[src/sv/dedq_pkg.sv]
`timescale 1ns / 1ps

package dedq_pkg;

  localparam int DEFAULT_DEPTH = 64;
  localparam int WORD_W        = 64;
  localparam int POS_W         = 16;
  localparam int TYPE_W        = 3;

  // request codes as they arrive on the input channel
  localparam logic [TYPE_W-1:0] REQ_PUSH_BACK  = 3'd0;
  localparam logic [TYPE_W-1:0] REQ_PUSH_FRONT = 3'd1;
  localparam logic [TYPE_W-1:0] REQ_POP_BACK   = 3'd2;
  localparam logic [TYPE_W-1:0] REQ_POP_FRONT  = 3'd3;
  localparam logic [TYPE_W-1:0] REQ_READ       = 3'd4;
  localparam logic [TYPE_W-1:0] REQ_WRITE      = 3'd5;
  localparam logic [TYPE_W-1:0] REQ_CLEAR      = 3'd6;

  // classified operation handed from front end to back end
  typedef enum logic [2:0] {
    OP_PUSH_BACK,
    OP_PUSH_FRONT,
    OP_POP_BACK,
    OP_POP_FRONT,
    OP_READ,
    OP_WRITE,
    OP_CLEAR,
    OP_NOP
  } op_t;

  typedef enum logic [1:0] {
    ST_OK    = 2'd0,
    ST_FULL  = 2'd1,
    ST_EMPTY = 2'd2
  } status_t;

  typedef struct packed {
    op_t               op;
    logic [WORD_W-1:0] data;
    logic [POS_W-1:0]  pos;
  } cmd_t;

  typedef enum logic [2:0] {
    S_IDLE,
    S_DIV,
    S_ACCESS,
    S_FETCH,
    S_DONE
  } back_state_t;

endpackage

[src/sv/dedq_req_if.sv]
`timescale 1ns / 1ps

interface dedq_req_if;
  logic                          valid;
  logic                          ready;
  logic [dedq_pkg::TYPE_W-1:0]   req_type;
  logic [dedq_pkg::WORD_W-1:0]   data_word;
  logic [dedq_pkg::POS_W-1:0]    position;

  modport source (output valid, output req_type, output data_word, output position,
                  input ready);
  modport sink   (input valid, input req_type, input data_word, input position,
                  output ready);
endinterface

[src/sv/dedq_rsp_if.sv]
`timescale 1ns / 1ps

interface dedq_rsp_if #(
  parameter int CNT_W = $clog2(dedq_pkg::DEFAULT_DEPTH + 1)
);
  logic                          valid;
  logic                          ready;
  logic [dedq_pkg::WORD_W-1:0]   read_word;
  logic [CNT_W-1:0]              occupancy;
  logic                          is_empty;
  logic [1:0]                    status;

  modport source (output valid, output read_word, output occupancy, output is_empty,
                  output status, input ready);
  modport sink   (input valid, input read_word, input occupancy, input is_empty,
                  input status, output ready);
endinterface

[src/sv/bounded_double_ended_queue_core.sv]
`timescale 1ns / 1ps
// bounded double-ended queue of 64-bit words in a ring buffer of DEPTH entries
// - req channel (valid/ready): one request word per handshake carrying req_type,
//   data_word and position; push/pop at either end, indexed read/write, clear
// - rsp channel (valid/ready): exactly one result word per request, in order,
//   with read_word, occupancy, is_empty and status
// - a two-deep command queue in the front end keeps taking request words while
//   the back end works or while a result word waits in the output register
// - pushes, pops, clear, unused codes and indexed access on an empty queue:
//   the back end goes from S_IDLE to S_DONE, which loads the output register
// - indexed access on a non-empty queue: the position is reduced modulo the
//   count by a bit-serial remainder unit, 16 steps; a write passes S_DIV,
//   S_ACCESS and S_DONE in the back end, a read also S_FETCH for the registered
//   read of the entry memory
// - one request is carried out at a time; the back end takes no new command until the last result word is loaded
// - reset (synchronous, active high) empties the queue and the command queue;
//   the entry memory is not cleared, only entries inside the count are read
// - when rsp.ready is low the result word holds in the output register; the
//   back end then waits, and once the command queue fills req.ready drops
module bounded_double_ended_queue_core #(
  parameter int DEPTH = dedq_pkg::DEFAULT_DEPTH
) (
  input logic        clk,
  input logic        rst,
  dedq_req_if.sink   req,
  dedq_rsp_if.source rsp
);

  // front to back command handoff
  logic           cmd_valid;
  logic           cmd_ready;
  dedq_pkg::cmd_t cmd;

  // front end: accepts request words and classifies the code
  dedq_front u_front (
    .clk       (clk),
    .rst       (rst),
    .req       (req),
    .cmd_valid (cmd_valid),
    .cmd_ready (cmd_ready),
    .cmd       (cmd)
  );

  // back end: queue state, entry memory, remainder unit and output register
  dedq_back #(
    .DEPTH (DEPTH)
  ) u_back (
    .clk       (clk),
    .rst       (rst),
    .cmd_valid (cmd_valid),
    .cmd_ready (cmd_ready),
    .cmd       (cmd),
    .rsp       (rsp)
  );

endmodule

[src/sv/dedq_ram.sv]
`timescale 1ns / 1ps

module dedq_ram #(
  parameter int WIDTH = dedq_pkg::WORD_W,
  parameter int DEPTH = dedq_pkg::DEFAULT_DEPTH
) (
  input  logic                     clk,
  input  logic                     we,
  input  logic [$clog2(DEPTH)-1:0] waddr,
  input  logic [WIDTH-1:0]         wdata,
  input  logic [$clog2(DEPTH)-1:0] raddr,
  output logic [WIDTH-1:0]         rdata
);

  logic [WIDTH-1:0] mem [DEPTH];

  always_ff @(posedge clk) begin
    if (we) begin
      mem[waddr] <= wdata;
    end
    rdata <= mem[raddr];
  end

endmodule

[src/sv/dedq_front.sv]
`timescale 1ns / 1ps

module dedq_front (
  input  logic               clk,
  input  logic               rst,
  dedq_req_if.sink           req,
  output logic               cmd_valid,
  input  logic               cmd_ready,
  output dedq_pkg::cmd_t     cmd
);

  localparam logic [1:0] Q_FULL = 2'd2;

  dedq_pkg::cmd_t slots [2];
  dedq_pkg::cmd_t in_cmd;
  logic           wr_ptr;
  logic           rd_ptr;
  logic [1:0]     fill;
  logic           push;
  logic           pop;

  // classify the raw request code
  always_comb begin
    in_cmd.data = req.data_word;
    in_cmd.pos  = req.position;
    case (req.req_type)
      dedq_pkg::REQ_PUSH_BACK:  in_cmd.op = dedq_pkg::OP_PUSH_BACK;
      dedq_pkg::REQ_PUSH_FRONT: in_cmd.op = dedq_pkg::OP_PUSH_FRONT;
      dedq_pkg::REQ_POP_BACK:   in_cmd.op = dedq_pkg::OP_POP_BACK;
      dedq_pkg::REQ_POP_FRONT:  in_cmd.op = dedq_pkg::OP_POP_FRONT;
      dedq_pkg::REQ_READ:       in_cmd.op = dedq_pkg::OP_READ;
      dedq_pkg::REQ_WRITE:      in_cmd.op = dedq_pkg::OP_WRITE;
      dedq_pkg::REQ_CLEAR:      in_cmd.op = dedq_pkg::OP_CLEAR;
      default:                  in_cmd.op = dedq_pkg::OP_NOP;
    endcase
  end

  assign req.ready = (fill != Q_FULL);
  assign push      = req.valid && req.ready;
  assign pop       = cmd_valid && cmd_ready;
  assign cmd_valid = (fill != 2'd0);
  assign cmd       = slots[rd_ptr];

  always_ff @(posedge clk) begin
    if (rst) begin
      wr_ptr <= 1'b0;
      rd_ptr <= 1'b0;
      fill   <= 2'd0;
    end else begin
      if (push) begin
        wr_ptr <= ~wr_ptr;
      end
      if (pop) begin
        rd_ptr <= ~rd_ptr;
      end
      if (push && !pop) begin
        fill <= fill + 2'd1;
      end else if (pop && !push) begin
        fill <= fill - 2'd1;
      end
    end
  end

  always_ff @(posedge clk) begin
    if (push) begin
      slots[wr_ptr] <= in_cmd;
    end
  end

endmodule

[src/sv/dedq_div.sv]
`timescale 1ns / 1ps

module dedq_div #(
  parameter int DIV_W = $clog2(dedq_pkg::DEFAULT_DEPTH + 1)
) (
  input  logic                       clk,
  input  logic                       rst,
  input  logic                       start,
  input  logic [dedq_pkg::POS_W-1:0] dividend,
  input  logic [DIV_W-1:0]           divisor,
  output logic                       done,
  output logic [DIV_W-1:0]           rem
);

  localparam int POS_W = dedq_pkg::POS_W;
  localparam int CNT_W = $clog2(POS_W);

  logic             busy;
  logic [CNT_W-1:0] cnt;
  logic [POS_W-1:0] shf;
  logic [DIV_W-1:0] rem_acc;
  logic [DIV_W-1:0] divisor_q;
  logic [DIV_W:0]   trial;
  logic [DIV_W-1:0] rem_next;

  // restoring remainder, one dividend bit per cycle
  always_comb begin
    trial = {rem_acc, shf[POS_W-1]};
    if (trial >= {1'b0, divisor_q}) begin
      rem_next = DIV_W'(trial - {1'b0, divisor_q});
    end else begin
      rem_next = trial[DIV_W-1:0];
    end
  end

  always_ff @(posedge clk) begin
    if (rst) begin
      busy <= 1'b0;
      done <= 1'b0;
      cnt  <= '0;
    end else begin
      done <= 1'b0;
      if (start) begin
        busy <= 1'b1;
        cnt  <= CNT_W'(POS_W - 1);
      end else if (busy) begin
        cnt <= cnt - 1'b1;
        if (cnt == '0) begin
          busy <= 1'b0;
          done <= 1'b1;
        end
      end
    end
  end

  always_ff @(posedge clk) begin
    if (start) begin
      shf       <= dividend;
      rem_acc   <= '0;
      divisor_q <= divisor;
    end else if (busy) begin
      shf     <= {shf[POS_W-2:0], 1'b0};
      rem_acc <= rem_next;
    end
  end

  assign rem = rem_acc;

endmodule

[src/sv/dedq_back.sv]
`timescale 1ns / 1ps

module dedq_back #(
  parameter int DEPTH = dedq_pkg::DEFAULT_DEPTH
) (
  input  logic           clk,
  input  logic           rst,
  input  logic           cmd_valid,
  output logic           cmd_ready,
  input  dedq_pkg::cmd_t cmd,
  dedq_rsp_if.source     rsp
);

  localparam int PW = $clog2(DEPTH);
  localparam int CW = $clog2(DEPTH + 1);
  localparam logic [CW-1:0] FULL_COUNT = CW'(DEPTH);
  localparam logic [PW:0]   DEPTH_EXT  = (PW + 1)'(DEPTH);
  localparam logic [PW-1:0] LAST_SLOT  = PW'(DEPTH - 1);

  dedq_pkg::back_state_t state, state_next;
  logic [CW-1:0]               count, count_next;
  logic [PW-1:0]               front, front_next;
  dedq_pkg::op_t               op, op_next;
  logic [dedq_pkg::WORD_W-1:0] data, data_next;
  logic [dedq_pkg::WORD_W-1:0] res_word, res_word_next;
  dedq_pkg::status_t           res_status, res_status_next;

  logic                        out_valid;
  logic [dedq_pkg::WORD_W-1:0] out_word;
  logic [CW-1:0]               out_count;
  dedq_pkg::status_t           out_status;
  logic                        load_out;

  logic                        ram_we;
  logic [PW-1:0]               ram_waddr;
  logic [dedq_pkg::WORD_W-1:0] ram_wdata;
  logic [PW-1:0]               ram_raddr;
  logic [dedq_pkg::WORD_W-1:0] ram_rdata;

  logic                        div_start;
  logic                        div_done;
  logic [CW-1:0]               div_rem;
  logic [PW-1:0]               slot_idx;
  logic                        full;
  logic                        empty;
  logic [dedq_pkg::POS_W-1:0]  data_pos_q;

  function automatic logic [PW-1:0] wrap_add(logic [PW-1:0] a, logic [PW-1:0] b);
    logic [PW:0] sum;
    sum = {1'b0, a} + {1'b0, b};
    if (sum >= DEPTH_EXT) begin
      sum = sum - DEPTH_EXT;
    end
    return sum[PW-1:0];
  endfunction

  assign full       = (count == FULL_COUNT);
  assign empty      = (count == '0);
  assign slot_idx   = wrap_add(front, div_rem[PW-1:0]);
  assign data_pos_q = cmd.pos;

  always_ff @(posedge clk) begin
    if (rst) begin
      state <= dedq_pkg::S_IDLE;
      count <= '0;
      front <= '0;
    end else begin
      state <= state_next;
      count <= count_next;
      front <= front_next;
    end
  end

  always_ff @(posedge clk) begin
    op         <= op_next;
    data       <= data_next;
    res_word   <= res_word_next;
    res_status <= res_status_next;
  end

  always_comb begin
    state_next      = state;
    count_next      = count;
    front_next      = front;
    op_next         = op;
    data_next       = data;
    res_word_next   = res_word;
    res_status_next = res_status;
    cmd_ready       = 1'b0;
    load_out        = 1'b0;
    ram_we          = 1'b0;
    ram_waddr       = front;
    ram_wdata       = data;
    ram_raddr       = slot_idx;
    div_start       = 1'b0;

    case (state)
      dedq_pkg::S_IDLE: begin
        cmd_ready = 1'b1;
        if (cmd_valid) begin
          op_next         = cmd.op;
          data_next       = cmd.data;
          res_word_next   = '0;
          res_status_next = dedq_pkg::ST_OK;
          state_next      = dedq_pkg::S_DONE;
          case (cmd.op)
            dedq_pkg::OP_PUSH_BACK: begin
              if (full) begin
                res_status_next = dedq_pkg::ST_FULL;
              end else begin
                ram_we     = 1'b1;
                ram_waddr  = wrap_add(front, count[PW-1:0]);
                ram_wdata  = cmd.data;
                count_next = count + 1'b1;
              end
            end
            dedq_pkg::OP_PUSH_FRONT: begin
              if (full) begin
                res_status_next = dedq_pkg::ST_FULL;
              end else begin
                front_next = (front == '0) ? LAST_SLOT : front - 1'b1;
                ram_we     = 1'b1;
                ram_waddr  = front_next;
                ram_wdata  = cmd.data;
                count_next = count + 1'b1;
              end
            end
            dedq_pkg::OP_POP_BACK: begin
              if (empty) begin
                res_status_next = dedq_pkg::ST_EMPTY;
              end else begin
                count_next = count - 1'b1;
              end
            end
            dedq_pkg::OP_POP_FRONT: begin
              if (empty) begin
                res_status_next = dedq_pkg::ST_EMPTY;
              end else begin
                front_next = wrap_add(front, PW'(1));
                count_next = count - 1'b1;
              end
            end
            dedq_pkg::OP_READ, dedq_pkg::OP_WRITE: begin
              if (empty) begin
                // empty queue: the new zero element is the target at index zero
                ram_we     = 1'b1;
                ram_waddr  = front;
                ram_wdata  = (cmd.op == dedq_pkg::OP_WRITE) ? cmd.data : '0;
                count_next = CW'(1);
              end else begin
                div_start  = 1'b1;
                state_next = dedq_pkg::S_DIV;
              end
            end
            dedq_pkg::OP_CLEAR: begin
              count_next = '0;
              front_next = '0;
            end
            default: begin
            end
          endcase
        end
      end
      dedq_pkg::S_DIV: begin
        if (div_done) begin
          state_next = dedq_pkg::S_ACCESS;
        end
      end
      dedq_pkg::S_ACCESS: begin
        if (op inside {dedq_pkg::OP_WRITE}) begin
          ram_we     = 1'b1;
          ram_waddr  = slot_idx;
          ram_wdata  = data;
          state_next = dedq_pkg::S_DONE;
        end else begin
          state_next = dedq_pkg::S_FETCH;
        end
      end
      dedq_pkg::S_FETCH: begin
        res_word_next = ram_rdata;
        state_next    = dedq_pkg::S_DONE;
      end
      dedq_pkg::S_DONE: begin
        if (!out_valid || rsp.ready) begin
          load_out   = 1'b1;
          state_next = dedq_pkg::S_IDLE;
        end
      end
      default: begin
        state_next = dedq_pkg::S_IDLE;
      end
    endcase
  end

  always_ff @(posedge clk) begin
    if (rst) begin
      out_valid <= 1'b0;
    end else if (load_out) begin
      out_valid <= 1'b1;
    end else if (rsp.ready) begin
      out_valid <= 1'b0;
    end
  end

  always_ff @(posedge clk) begin
    if (load_out) begin
      out_word   <= res_word;
      out_count  <= count;
      out_status <= res_status;
    end
  end

  assign rsp.valid     = out_valid;
  assign rsp.read_word = out_word;
  assign rsp.occupancy = out_count;
  assign rsp.is_empty  = (out_count == '0);
  assign rsp.status    = out_status;

  dedq_ram #(
    .WIDTH (dedq_pkg::WORD_W),
    .DEPTH (DEPTH)
  ) u_ram (
    .clk   (clk),
    .we    (ram_we),
    .waddr (ram_waddr),
    .wdata (ram_wdata),
    .raddr (ram_raddr),
    .rdata (ram_rdata)
  );

  dedq_div #(
    .DIV_W (CW)
  ) u_div (
    .clk      (clk),
    .rst      (rst),
    .start    (div_start),
    .dividend (data_pos_q),
    .divisor  (count),
    .done     (div_done),
    .rem      (div_rem)
  );

  a_push_counts: assert property (@(posedge clk) disable iff (rst)
    (state == dedq_pkg::S_IDLE && cmd_valid && cmd.op == dedq_pkg::OP_PUSH_BACK && !full)
    |=> count == CW'($past(count) + 1'b1))
    else $error("push back did not grow the count");

  a_no_late_write: assert property (@(posedge clk) disable iff (rst)
    (state == dedq_pkg::S_FETCH || state == dedq_pkg::S_DONE) |-> !ram_we)
    else $error("store written outside an access step");

  a_div_owned: assert property (@(posedge clk) disable iff (rst)
    div_done |-> state == dedq_pkg::S_DIV)
    else $error("remainder finished while back end not waiting");

  a_full_status: assert property (@(posedge clk) disable iff (rst)
    (state == dedq_pkg::S_DONE && res_status == dedq_pkg::ST_FULL) |-> full)
    else $error("push dropped while queue not full");

  a_count_bound: assert property (@(posedge clk) disable iff (rst)
    (state == dedq_pkg::S_DIV) |-> (count != '0 && count <= FULL_COUNT))
    else $error("index reduction started with a bad count");

endmodule

[src/flat_wrapper.sv]
// flat-port wrapper written by rule: the top's interface ports become plain ports
module bounded_double_ended_queue_core_flat 
#(
  parameter int DEPTH = dedq_pkg::DEFAULT_DEPTH
)
  (clk, rst, req_valid, req_req_type, req_data_word, req_position, req_ready, rsp_valid, rsp_read_word, rsp_occupancy, rsp_is_empty, rsp_status, rsp_ready);
  dedq_req_if req_i ();
  dedq_rsp_if #(.CNT_W(($clog2(DEPTH + 1)))) rsp_i ();
  input logic clk;
  input logic rst;
  input wire logic [$bits(req_i.valid)-1:0] req_valid;
  input wire logic [$bits(req_i.req_type)-1:0] req_req_type;
  input wire logic [$bits(req_i.data_word)-1:0] req_data_word;
  input wire logic [$bits(req_i.position)-1:0] req_position;
  output wire logic [$bits(req_i.ready)-1:0] req_ready;
  output wire logic [$bits(rsp_i.valid)-1:0] rsp_valid;
  output wire logic [$bits(rsp_i.read_word)-1:0] rsp_read_word;
  output wire logic [$bits(rsp_i.occupancy)-1:0] rsp_occupancy;
  output wire logic [$bits(rsp_i.is_empty)-1:0] rsp_is_empty;
  output wire logic [$bits(rsp_i.status)-1:0] rsp_status;
  input wire logic [$bits(rsp_i.ready)-1:0] rsp_ready;
  assign req_i.valid = req_valid;
  assign req_i.req_type = req_req_type;
  assign req_i.data_word = req_data_word;
  assign req_i.position = req_position;
  assign req_ready = req_i.ready;
  assign rsp_valid = rsp_i.valid;
  assign rsp_read_word = rsp_i.read_word;
  assign rsp_occupancy = rsp_i.occupancy;
  assign rsp_is_empty = rsp_i.is_empty;
  assign rsp_status = rsp_i.status;
  assign rsp_i.ready = rsp_ready;
  bounded_double_ended_queue_core #(.DEPTH(DEPTH)) u_core (.clk(clk), .rst(rst), .req(req_i), .rsp(rsp_i));
endmodule
[config.mk]
export PLATFORM = sky130hd
export DESIGN_NAME = bounded_double_ended_queue_core_flat
export DESIGN_NICKNAME = d
export VERILOG_FILES = /design/src/sv/dedq_pkg.sv /design/src/sv/dedq_req_if.sv /design/src/sv/dedq_rsp_if.sv /design/src/sv/bounded_double_ended_queue_core.sv /design/src/sv/dedq_ram.sv /design/src/sv/dedq_front.sv /design/src/sv/dedq_div.sv /design/src/sv/dedq_back.sv /design/src/flat_wrapper.sv
export SDC_FILE = /design/constraint.sdc
export NUM_CORES = 2
export LEC_CHECK = 0
export BUFFER_PORTS_ARGS = -buffer_cell sky130_fd_sc_hd__buf_2
export CAP_MARGIN = 20
export CORE_ASPECT_RATIO = 0.6
export CORE_MARGIN = 2
export CORE_UTILIZATION = 39
export DETAILED_ROUTE_END_ITERATION = 10
export PLACE_DENSITY_LB_ADDON = 0.05
export SYNTH_ARGS = -nofsm -noshare
export SYNTH_HDL_FRONTEND = slang
export SYNTH_MEMORY_MAX_BITS = 65536
export SYNTH_SLANG_ARGS = --single-unit
export TNS_END_PERCENT = 30
[constraint.sdc]
create_clock -name clk -period 10 [get_ports clk]
set_clock_uncertainty 0.05 [all_clocks]
set_input_delay 1 -clock clk [delete_from_list [all_inputs] [get_ports clk]]
set_output_delay 1 -clock clk [all_outputs]
set_load 0.01 [all_outputs]
==> impl_results.md <==
* Max_slew headroom at 0.268
* Fin Setup TNS at 0 ns
* Synth area leaders: edfxtp_1, mux4_2, dfxtp_1
* Synth Area in Adders at 0.00240
* Total GRT Usage at 0.220
* Largest family of logic cells by synthesized area: multiplexers
* Share of total power in the clock network at 0.222
* Worst IR Drop VDD at 0.454 mV
* Largest net degree at the start of global routing at 99
* Final setup viols at 0
* Number of enable flip-flop cells after synthesis at 4491
* Hpwl dp at 291000 um
* Netlist Area Pre-Place at 0.174 mm^2
* Max Freq at 168 MHz
* Worst Tran Pin Value at 1.09 ns
* Resize count post-CTS at 0
* Most common cell in the netlist: edfxtp_1
* First-pass GRT wire length at 694000 um
* Layout area overhead at 13.6%
* Final hold violations at 0
* Clk buf depth at 4
* Switching power at 26400 uW
* Pwr/cell area at 369 mW/mm^2
* Yosys Warn Count at 0
* Routed Antenna Nets at 0
* Via Count at 81700
* Final worst-path cycle share at 0.594
* RSZ-0062 raised after global routing: no
* Total wire length at 503000 um
* Yosys cell types at 69
* Combinational share of power at 0.407
* Fraction of synthesized area in multiplexers at 0.171
* Vias in the first global route at 82300
* Antenna violations before repair at 33
* WL/cell at 35.5 um
* Main synth FF type: edfxtp_1
* H-tree depth at 5
* Sw frac at 0.361
* Die Area at 0.452 mm^2
* CTS Hold Bufs at 0
* Kind of end point of the critical path: flop
* Top post-synthesis cells by count: edfxtp_1, mux4_2, clkbuf_1, nand2_1, and2_1
* Async SR Flop Fraction at 0
* Flops & latches, synth at 4590
* FF-to-FF setup slack at 4.06 ns
* CTS tree: done
* Core Area at 0.446 mm^2
* CP required at 10.51 ns
* Nets at 7973
* DR vias/cell at 5.77
* CP most frequent cell: buf_4
* Max stage delay on crit path at 0.83 ns
* Cells after synthesis at 7335
* Hold Startpoint: req_data_word[62]
* Leading area contributor after synthesis: edfxtp_1
* Multi-input logic area at 0.0363 mm^2
* Gr ovfl total at 0
* Filler instances at 37400
* Crit Path Max Fanout at 46
* CP Class: flop to flop
* Startpoint types: flop
* Crit-path slowest cell: buf_4
* # IOs at 163
* Internal power at 46700 uW
* XOR/XNOR share of the synthesized area at 0.00101
* Worst reg2reg path depth at 10
* Inst Count DP at 13400
* Sink of the worst hold path: u_core.u_front.slots[0][78]$_DFFE_PP_
* Core Util, Final at 0.444
* FF-to-FF Start: u_core.u_back.count[0]$_SDFFE_PP0P_
* Post-CTS setup buffers at 0
* CTS buffer count at 434
* RD Place Congestion at 0.782
* Die height at 522 um
* Row count at 190
* Port bufs at 162
* Share of cells above drive strength 1 at 0.315
* Clk root buf: clkbuf_16
* Number of max-cap violations at 0
* Hold Crit Depth at 1
* Die Wd at 867 um
* Clock latency on the worst-skew pair at 0.98 ns
* Fin crit period at 5.94 ns
* Clock transition at path regs at 0.07 ns
* DRT Pass-1 Iters at 5
* Synth Area per Inst at 23.7 um^2
* Fin cells at 14200
* Clock sink total at 4590
* Area fraction in compound gates after synthesis at 0.0146
* RR Endpoint: u_core.u_back.u_ram.mem[2][40]$_DFFE_PP_
* Post-synth net total at 7453
* Cell Chain, Critical Path: nor4_1 -> nand2_1 -> a21oi_1 -> o32ai_1 -> nor4_4 -> buf_4 -> nand2_1 -> buf_4 -> nor2_4 -> buf_4
* Reg power frac at 0.371
* Status: completed
* Leakage at 0.0609 uW
* CP arrival at 6.44 ns
* Post-synth top area share at 0.774
* Register area at 0.137 mm^2
* Pins Over Slew Limit at 0
* Initial core utilization at 0.391
* DR iter-0 viols at 9030
* Post-synthesis sequential area ratio at 0.786
* Post-Synth Simple-Gate Area at 0.0153
* Tightest Hold Check Type: primary input to flop
* DRC errors left at 0
cell families (layout without fill, tap and decap cells):
group                    count (synthesis)  after routing
AO/OA/AOI/OAI                          359            359
XOR/XNOR                                20             20
adder cells (fa/ha/maj)                 31             31
buffers and inverters                  426           1293
flip-flops                            4590           4590
multiplexers                          1373           1373
other                                    0              8
AND/OR/NAND/NOR                        536            536
power by group through the flow:
stage                     Clock [uW]  Combinational (uW)  Sequential, uW
after floorplan                    0               17900           27400
after global placement             0               30200           27500
after detailed placement           0               30500           27500
after CTS                      16600               30600           27100
after global routing           17400               31600           27200
final                          16300               29700           27100
state kept, by name, indices dropped and copies added, names as in the netlist, 7 cells and up, named ones only:
signal,cells
u_core.u_back.count,7
u_core.u_back.u_div.rem,7
u_core.u_back.u_div.divisor_q,7
u_core.u_back.res_word,64
u_core.u_back.rsp.read_word,64
u_core.u_back.data,64
u_core.u_back.u_ram.mem,4096
u_core.u_front.slots,166
u_core.u_back.u_ram.rdata,64
u_core.u_back.u_div.shf,16
u_core.u_back.rsp.occupancy,7
through the flow:
| step | total power, uW | area [um^2] | setup slack, ns | hold slack [ns] |
|---|---|---|---|---|
| after floorplan | 45300 | 174000 | 0.456 | 0.350 |
| after global placement | 57700 | 184000 | 4.11 | 0.353 |
| after detailed placement | 58000 | 184000 | 4.14 | 0.355 |
| after CTS | 74300 | 198000 | 4.10 | 0.0614 |
| after global routing | 76100 | 198000 | 3.77 | 0.0921 |
| final | 73100 | 198000 | 4.06 | 0.165 |
final cells by class:
cell class | count | area share
tap | 5952 | 0.0376
sequential | 4590 | 0.692
clock buffer | 578 | 0.0597
multi-input combinational | 2319 | 0.183
inverter | 31 | 0.000601
clock inverter | 205 | 0.00945
timing repair buffer | 479 | 0.0176
antenna | 8 | 0.000101
per-layer routing:
metal | vias to the layer above | wire [um] | track usage
li1 | 32500 | - | -
met1 | 45900 | 238000 | 0.345
met2 | 2734 | 226000 | 0.330
met3 | 534 | 29000 | 0.0325
met4 | 4 | 10300 | 0.0437
met5 | - | 32 | 0
worst max-delay path, delay by kind of cell (launching register included):
family | cells | cell delay, ns
simple gates | 5 | 2.62
buf+inv | 3 | 1.74
flops | 1 | 0.40
compound gates | 2 | 0.54
placed cells by master, fill, tap and decap left out, types with 10 or more instances in the layout:
cell | netlist | routed
and2_1 | 130 | 130
xnor2_1 | 14 | 11
nor2_1 | 89 | 59
nor2_4 | 0 | 30
inv_1 | 30 | 29
a211oi_1 | 70 | 66
a22o_2 | 0 | 54
a31oi_1 | 68 | 68
inv_6 | 0 | 10
mux2_2 | 67 | 67
buf_4 | 0 | 294
buf_2 | 80 | 162
o211ai_1 | 11 | 11
o21ai_0 | 51 | 50
clkbuf_1 | 259 | 111
nor3_2 | 0 | 33
mux2i_1 | 26 | 26
a21oi_1 | 39 | 39
nand2_1 | 184 | 184
bufinv_16 | 0 | 30
ha_1 | 27 | 26
clkinv_2 | 0 | 68
dfxtp_1 | 99 | 98
nor3_1 | 43 | 10
clkinv_1 | 0 | 79
nand3_1 | 18 | 18
edfxtp_1 | 4491 | 4491
clkbuf_8 | 0 | 25
buf_12 | 0 | 23
clkbuf_16 | 0 | 442
mux4_2 | 1280 | 1280
how the worst max path moves through the flow:
stage / startpoint / to / slack (ns) / cells after the start
2_1_floorplan: u_core.u_back.front[0]$_SDFFE_PP0P_ / u_core.u_back.u_ram.mem[50][0]$_DFFE_PP_ / 0.46 / 11
3_3_place_gp: u_core.u_back.count[0]$_SDFFE_PP0P_ / u_core.u_back.u_ram.mem[2][48]$_DFFE_PP_ / 4.11 / 10
3_5_place_dp: u_core.u_back.count[0]$_SDFFE_PP0P_ / u_core.u_back.u_ram.mem[2][43]$_DFFE_PP_ / 4.14 / 10
4_1_cts: u_core.u_back.count[0]$_SDFFE_PP0P_ / u_core.u_back.u_ram.mem[2][43]$_DFFE_PP_ / 4.10 / 10
5_1_grt: u_core.u_back.count[0]$_SDFFE_PP0P_ / u_core.u_back.u_ram.mem[2][43]$_DFFE_PP_ / 3.77 / 10
6_report: u_core.u_back.count[0]$_SDFFE_PP0P_ / u_core.u_back.u_ram.mem[2][40]$_DFFE_PP_ / 4.06 / 10
(Power assumes the default switching activity.)
